<file path="config.mk">
export PLATFORM = sky130hd
export DESIGN_NAME = pin_entry_lock_controller
export DESIGN_NICKNAME = d
export VERILOG_FILES = /design/src/pelc_pkg.sv /design/src/pin_entry_lock_controller.sv
export SDC_FILE = /design/constraint.sdc
export NUM_CORES = 1
export LEC_CHECK = 0
export BUFFER_PORTS_ARGS = -buffer_cell sky130_fd_sc_hd__buf_2
export CORE_ASPECT_RATIO = 0.6
export CORE_MARGIN = 2
export CORE_UTILIZATION = 50
export CTS_CLUSTER_DIAMETER = 150
export DETAILED_ROUTE_END_ITERATION = 10
export GPL_TIMING_DRIVEN = 0
export PLACE_DENSITY = 0.68
export SKIP_LAST_GASP = 1
export SLEW_MARGIN = 20
export SYNTH_ARGS = -nofsm -noshare
export SYNTH_HDL_FRONTEND = slang
export SYNTH_SLANG_ARGS = --single-unit
</file>
<file path="constraint.sdc">
create_clock -name clk -period 6 [get_ports clk]
set_clock_uncertainty 0.1 [all_clocks]
set_input_delay 0.3 -clock clk [delete_from_list [all_inputs] [get_ports clk]]
set_output_delay 0.3 -clock clk [all_outputs]
set_load 0.03 [all_outputs]
</file>
<file path="src/pelc_pkg.sv">
// pelc_pkg: shared types and codes for the PIN entry lock controller.
// Depends on nothing; imported by pin_entry_lock_controller.
`timescale 1ns / 1ps
package pelc_pkg;

	// Number of digits in a full PIN and in the entry buffer
	localparam int PIN_DIGITS = 8;
	// Width of the entry buffer fill count (must hold PIN_DIGITS itself)
	localparam int CNT_W      = $clog2(PIN_DIGITS + 1);
	// Width of a buffer slot index
	localparam int IDX_W      = (PIN_DIGITS > 1) ? $clog2(PIN_DIGITS) : 1;

	// Field widths of the stream payloads
	localparam int ACTION_W   = 2;
	localparam int DIGIT_W    = 4;
	localparam int STATUS_W   = 3;
	localparam int MODE_W     = 2;
	localparam int DCOUNT_W   = 4;

	localparam logic [DIGIT_W-1:0] DIGIT_MAX = 4'd9;

	typedef logic [DIGIT_W-1:0] digit_t;
	typedef logic [CNT_W-1:0]   count_t;

	typedef enum logic [ACTION_W-1:0] {
		ACT_DIGIT  = 2'd0,
		ACT_ENTER  = 2'd1,
		ACT_DELETE = 2'd2,
		ACT_CHANGE = 2'd3
	} action_t;

	typedef enum logic [MODE_W-1:0] {
		MODE_VERIFY  = 2'd0,
		MODE_FIRST   = 2'd1,
		MODE_CONFIRM = 2'd2,
		MODE_OPEN    = 2'd3
	} mode_t;

	typedef enum logic [STATUS_W-1:0] {
		ST_IGNORED  = 3'd0,
		ST_ACCEPTED = 3'd1,
		ST_LENGTH   = 3'd2,
		ST_MISMATCH = 3'd3,
		ST_STORED   = 3'd4,
		ST_UNLOCKED = 3'd5
	} status_t;

endpackage

</file>
<file path="src/pin_entry_lock_controller.sv">
// pin_entry_lock_controller: keypad PIN lock, key events in, one status transfer out.
// Depends on pelc_pkg.
`timescale 1ns / 1ps
// Each key event (digit, enter, delete, change PIN) taken on the slave stream
// produces exactly one result transfer on the master stream: a status code, the
// lock mode after the event and the number of digits held in the entry buffer.
// An event is captured in an input register, then decoded against the lock
// state by short logic (append/drop a digit, an 8-way parallel digit compare,
// a PIN copy) whose outcome lands in the output register. One event per clock
// is sustained while the master side does not hold back; each event passes
// through the input register and then the output register before its result
// transfer. The input register is refilled in the same cycle
// its event moves on, so backpressure on the master side stalls the slave side
// only when both registers are full. After reset the lock is in set-first mode
// with no stored PIN and an empty buffer; no clearing pass is needed.
module pin_entry_lock_controller
	import pelc_pkg::*;
(
	input  logic        clk,
	input  logic        arst_n,
	// key event stream
	input  logic        s_tvalid,
	output logic        s_tready,
	input  logic [7:0]  s_tdata,   // [3:0] digit, [7:4] zero
	input  logic [1:0]  s_tuser,   // [1:0] action
	// result stream
	output logic        m_tvalid,
	input  logic        m_tready,
	output logic [15:0] m_tdata    // [2:0] status, [4:3] mode_now, [8:5] digit_count, [15:9] zero
);

	// ---------------------------------------------------------------- stage 1
	logic    valid_s1;
	action_t action_s1;
	digit_t  digit_s1;
	logic    advance;

	// stage 1 moves on when the output register is empty or being drained
	assign advance  = valid_s1 && (!m_tvalid || m_tready);
	assign s_tready = !valid_s1 || advance;

	always_ff @(posedge clk or negedge arst_n) begin
		if (!arst_n) begin
			valid_s1 <= 1'b0;
		end else if (s_tready) begin
			valid_s1 <= s_tvalid;
		end
	end

	always_ff @(posedge clk) begin
		if (s_tvalid && s_tready) begin
			action_s1 <= action_t'(s_tuser);
			digit_s1  <= s_tdata[DIGIT_W-1:0];
		end
	end

	// ------------------------------------------------------------ lock state
	mode_t  mode_q;
	count_t cnt_q;
	logic   pin_valid_q;
	digit_t entry_q  [PIN_DIGITS];  // no reset: read only once written
	digit_t stored_q [PIN_DIGITS];  // no reset: read only with pin_valid_q

	logic    locked;
	logic    full;
	logic    match;
	mode_t   mode_d;
	count_t  cnt_d;
	logic    pin_valid_d;
	status_t status_d;
	logic    wr_digit;     // append digit_s1 at slot cnt_q
	logic    store_pin;    // copy the buffer into the stored PIN

	assign locked = (mode_q != MODE_OPEN);
	assign full   = (cnt_q == CNT_W'(PIN_DIGITS));

	// digit-wise compare; the buffer is only compared when full
	always_comb begin
		match = pin_valid_q;
		for (int k = 0; k < PIN_DIGITS; k++) begin
			if (entry_q[k] != stored_q[k]) match = 1'b0;
		end
	end

	always_comb begin
		mode_d      = mode_q;
		cnt_d       = cnt_q;
		pin_valid_d = pin_valid_q;
		status_d    = ST_IGNORED;
		wr_digit    = 1'b0;
		store_pin   = 1'b0;
		unique case (action_s1)
			ACT_DIGIT: begin
				if (locked && digit_s1 <= DIGIT_MAX && !full) begin
					wr_digit = 1'b1;
					cnt_d    = cnt_q + 1'b1;
					status_d = ST_ACCEPTED;
				end
			end
			ACT_ENTER: begin
				if (locked) begin
					cnt_d = '0;  // enter always empties the buffer
					if (!full) begin
						status_d = ST_LENGTH;
					end else if (mode_q == MODE_FIRST) begin
						store_pin   = 1'b1;
						pin_valid_d = 1'b1;
						mode_d      = MODE_CONFIRM;
						status_d    = ST_STORED;
					end else if (match) begin
						mode_d   = MODE_OPEN;
						status_d = ST_UNLOCKED;
					end else begin
						if (mode_q == MODE_CONFIRM) mode_d = MODE_FIRST;
						status_d = ST_MISMATCH;
					end
				end
			end
			ACT_DELETE: begin
				if (locked && cnt_q != '0) begin
					cnt_d    = cnt_q - 1'b1;
					status_d = ST_ACCEPTED;
				end
			end
			ACT_CHANGE: begin
				if (!locked) begin
					cnt_d    = '0;
					mode_d   = MODE_FIRST;
					status_d = ST_ACCEPTED;
				end
			end
			default: begin
				status_d = ST_IGNORED;
			end
		endcase
	end

	always_ff @(posedge clk or negedge arst_n) begin
		if (!arst_n) begin
			mode_q      <= MODE_FIRST;
			cnt_q       <= '0;
			pin_valid_q <= 1'b0;
		end else if (advance) begin
			mode_q      <= mode_d;
			cnt_q       <= cnt_d;
			pin_valid_q <= pin_valid_d;
		end
	end

	always_ff @(posedge clk) begin
		if (advance && wr_digit) begin
			entry_q[cnt_q[IDX_W-1:0]] <= digit_s1;
		end
		if (advance && store_pin) begin
			stored_q <= entry_q;
		end
	end

	// -------------------------------------------------------- output register
	status_t status_q;
	mode_t   mode_out_q;
	count_t  cnt_out_q;

	always_ff @(posedge clk or negedge arst_n) begin
		if (!arst_n) begin
			m_tvalid <= 1'b0;
		end else if (advance) begin
			m_tvalid <= 1'b1;
		end else if (m_tready) begin
			m_tvalid <= 1'b0;
		end
	end

	always_ff @(posedge clk) begin
		if (advance) begin
			status_q   <= status_d;
			mode_out_q <= mode_d;
			cnt_out_q  <= cnt_d;
		end
	end

	assign m_tdata = {7'd0, DCOUNT_W'(cnt_out_q), mode_out_q, status_q};

endmodule
</file>
==> impl_metrics.toml <==
[outcome]
status = "finished clean"

[drt]
top_layer_used = "met4"
wl_met1_mm = 3.58
via_per_inst = 5.29
wl_per_cell_um = 16.4
dr_total_vias = 2159
antenna_left = 0
drt_iter0_drc = 213
wl_met2_mm = 2.51
drcViolationCount = 0
wirelength_mm = 6.69
first_pass_iters = 5
wl_met3_um = 530

[sta]
min_period_ns = 3.19
finalHoldViolCount = 0
fin_tns_setup_ns = 0
rsz0062_at_grt = "no"
worst_pin_slew_ns = 0.867
finalCritPeriodShare = 0.532
setup_viol = 0
maxSlewHeadroom = 0.417
slew_viol_final = 0
fmax_mhz = 313

[final_layout]
n_fill_cell = 575
multi_input_area_um2 = 1040
drive_gt1_frac = 0.181
nets = 316
area_growth_pct = 15.4
seqCellArea_um2 = 2600
fin_util = 0.595
diodes = 0

[synth]
yosysWarnings = 0
synth_cell_types = 47
yosysMostFrequentCell = "edfxtp_1"
synthFlopType = "edfxtp_1"
ys_top_cells_by_area = "edfxtp_1 64%, xnor2_1 7.5%, dfrtp_1 5.4%, nor2_1 1.8%, nand4_1 1.7%"
postSynth.asyncResetShare = 0.102
synthDominantCellAreaShare = 0.636
ys_ff_latch = 88
seq_area_frac_synth = 0.697
synthTopCellsByCount = "79 x edfxtp_1, 32 x xnor2_1, 18 x nor2_1"
synth_area_leader_cell = "edfxtp_1"
netlist_instances = 257
syn_area_um2 = 3730
synth_edf_count = 79
syn_avg_cell_area_um2 = 14.5

[placed_design]
routabilityCongestion = 0.950
port_buffers = 20
dp_hpwl_mm = 4.72

[power_and_ir_drop]
cellLeakagePower_nw = 1.49
power.density_nw_per_um2 = 344
ir_worst_vdd_mv = 0.217

[floorplan]
ios = 32
rows = 24
core-area_um2 = 7240
fp.dieW_um = 116
start_util = 0.515
dieArea_um2 = 8190
fp.dieH_um = 70.9

[cts]
clkTransAtPathRegs_ns = 0.06
htreeDepth = 3
cts_tree = "done"
cts_resized = 0
clockBufferDepth = 2
postCtsSetupBuffers = 0
cts_made_buffers = 9
clkSinkCount = 88
insertion_delay_ns = 0.33
clock-root-buffer = "clkbuf_16"

[setup_path]
crit_start = "cnt_q[1]"
start_kind = "flip-flop"
critical_path.reg2reg.endpoint = "stored_q[3]"
crit_fanout = 9
critPathKind = "reg -> reg"
worstPathRequired_ns = 5.93
r2r_cells = 9
cp.arrival_ns = 3.13
reg2reg_from = "cnt_q[1]"
end_kind = "flip-flop"
r2r_slack_ns = 2.81

[run]
maxCapViolCount = 0

[global_route]
grt_pass1_wl_mm = 10.8
antenna_found_initial = 0
grt_max_degree = 14
grt.total_usage = 0.185
grt_pass1_vias = 2037
grt_overflow = 0

[worst_hold_path]
whs_endpoint = "action_s1[0]"
holdCritStartpoint = "s_tuser[0]"
hold-path-cell-count = 1
hp-class = "in -> reg"
sequential cells by signal, indices dropped and copies added (netlist names):
signal	count
entry_q	32
stored_q	32
cnt_out_q	4
cnt_q	4
digit_s1	4
status_q	3
action_s1	2
mode_out_q	2
mode_q	2
m_tvalid	1
pin_valid_q	1
valid_s1	1
cell usage in the layout, fill, tap and decap left out, types with 3 or more instances in the layout:
cell,n
xnor2_1,32
nand2b_1,7
clkbuf_1,4
dfrtp_1,8
nor3_1,3
clkinv_1,3
inv_1,5
buf_4,9
nand4_1,10
nor4_1,4
clkbuf_16,9
nand3_1,8
mux2i_1,3
nor2_1,18
conb_1,7
o21ai_0,6
edfxtp_1,79
buf_2,26
nand3b_1,4
a21oi_1,7
nand2_1,12
through the flow:
step,instances,worst slack (ns),cell area [um2],power (W),hold WS [ns]
after detailed placement,392,2.84,4020,0.000958,0.0798
after global routing,408,2.49,4300,0.00154,0.0174
after floorplan,263,0.729,3750,0.000900,-0.0956
final,408,2.81,4300,0.00148,0.0402
after global placement,387,-1.18,3980,0.000955,0.0784
after CTS,408,2.82,4300,0.00149,0.0227
metal layers:
layer / vias to the layer above / global-route usage
met2: 87 / 0.229
met3: 7 / 0.0848
met1: 1038 / 0.291
met5: - / 0
met4: 0 / 0.0495
li1: 1027 / -
area by class of cell:
class,count,area share
Clock buffer,10,0.0532
Tap cell,104,0.0302
Multi-Input combinational cell,155,0.241
Inverter,5,0.00436
Buffer,15,0.0241
Timing Repair Buffer,26,0.0320
Sequential cell,88,0.604
Clock inverter,5,0.0113
critical path, cell delays in order, from the launching register on:
cell      delay, ns
dfrtp_1        0.37
clkbuf_1       0.21
inv_1          0.15
ha_1           0.25
and3b_1        0.30
nand3_1        0.20
nor4b_2        0.59
buf_4          0.28
buf_2          0.21
buf_2          0.23
cell families after synthesis:
kind of cell | Yosys count | share of synthesized area
buffers and inverters | 20 | 0.0329
AO/OA/AOI/OAI | 32 | 0.0661
XOR/XNOR | 32 | 0.0751
AND/OR/NAND/NOR | 78 | 0.110
flip-flops | 88 | 0.697
adder cells (fa/ha/maj) | 2 | 0.00671
multiplexers | 4 | 0.0111
other | 1 | 0.00101
how the worst max path moves through the flow:
stage | cells after the start | slack [ns] | end
after floorplan | 6 | 0.73 | stored_q[0]
after global placement | 6 | -1.18 | stored_q[0]
after detailed placement | 9 | 2.84 | stored_q[1]
after CTS | 9 | 2.82 | stored_q[0]
after global routing | 9 | 2.49 | stored_q[1]
final | 9 | 2.81 | stored_q[3]
where the power goes:
group          leakage (nW)  internal [W]  switching (W)
Clock                 0.131      0.000316       0.000210
Sequential            0.833      0.000702      0.0000287
Combinational         0.523     0.0000772       0.000146
Total                  1.49       0.00109       0.000384
timing repair:
| item | CTS | global route |
|---|---|---|
| setup endpoints to repair | 0 | 0 |
| hold endpoints to repair | 9 | 0 |
| hold buffers | 1 | 0 |
No activity file was read; power rests on OpenSTA's default activity.
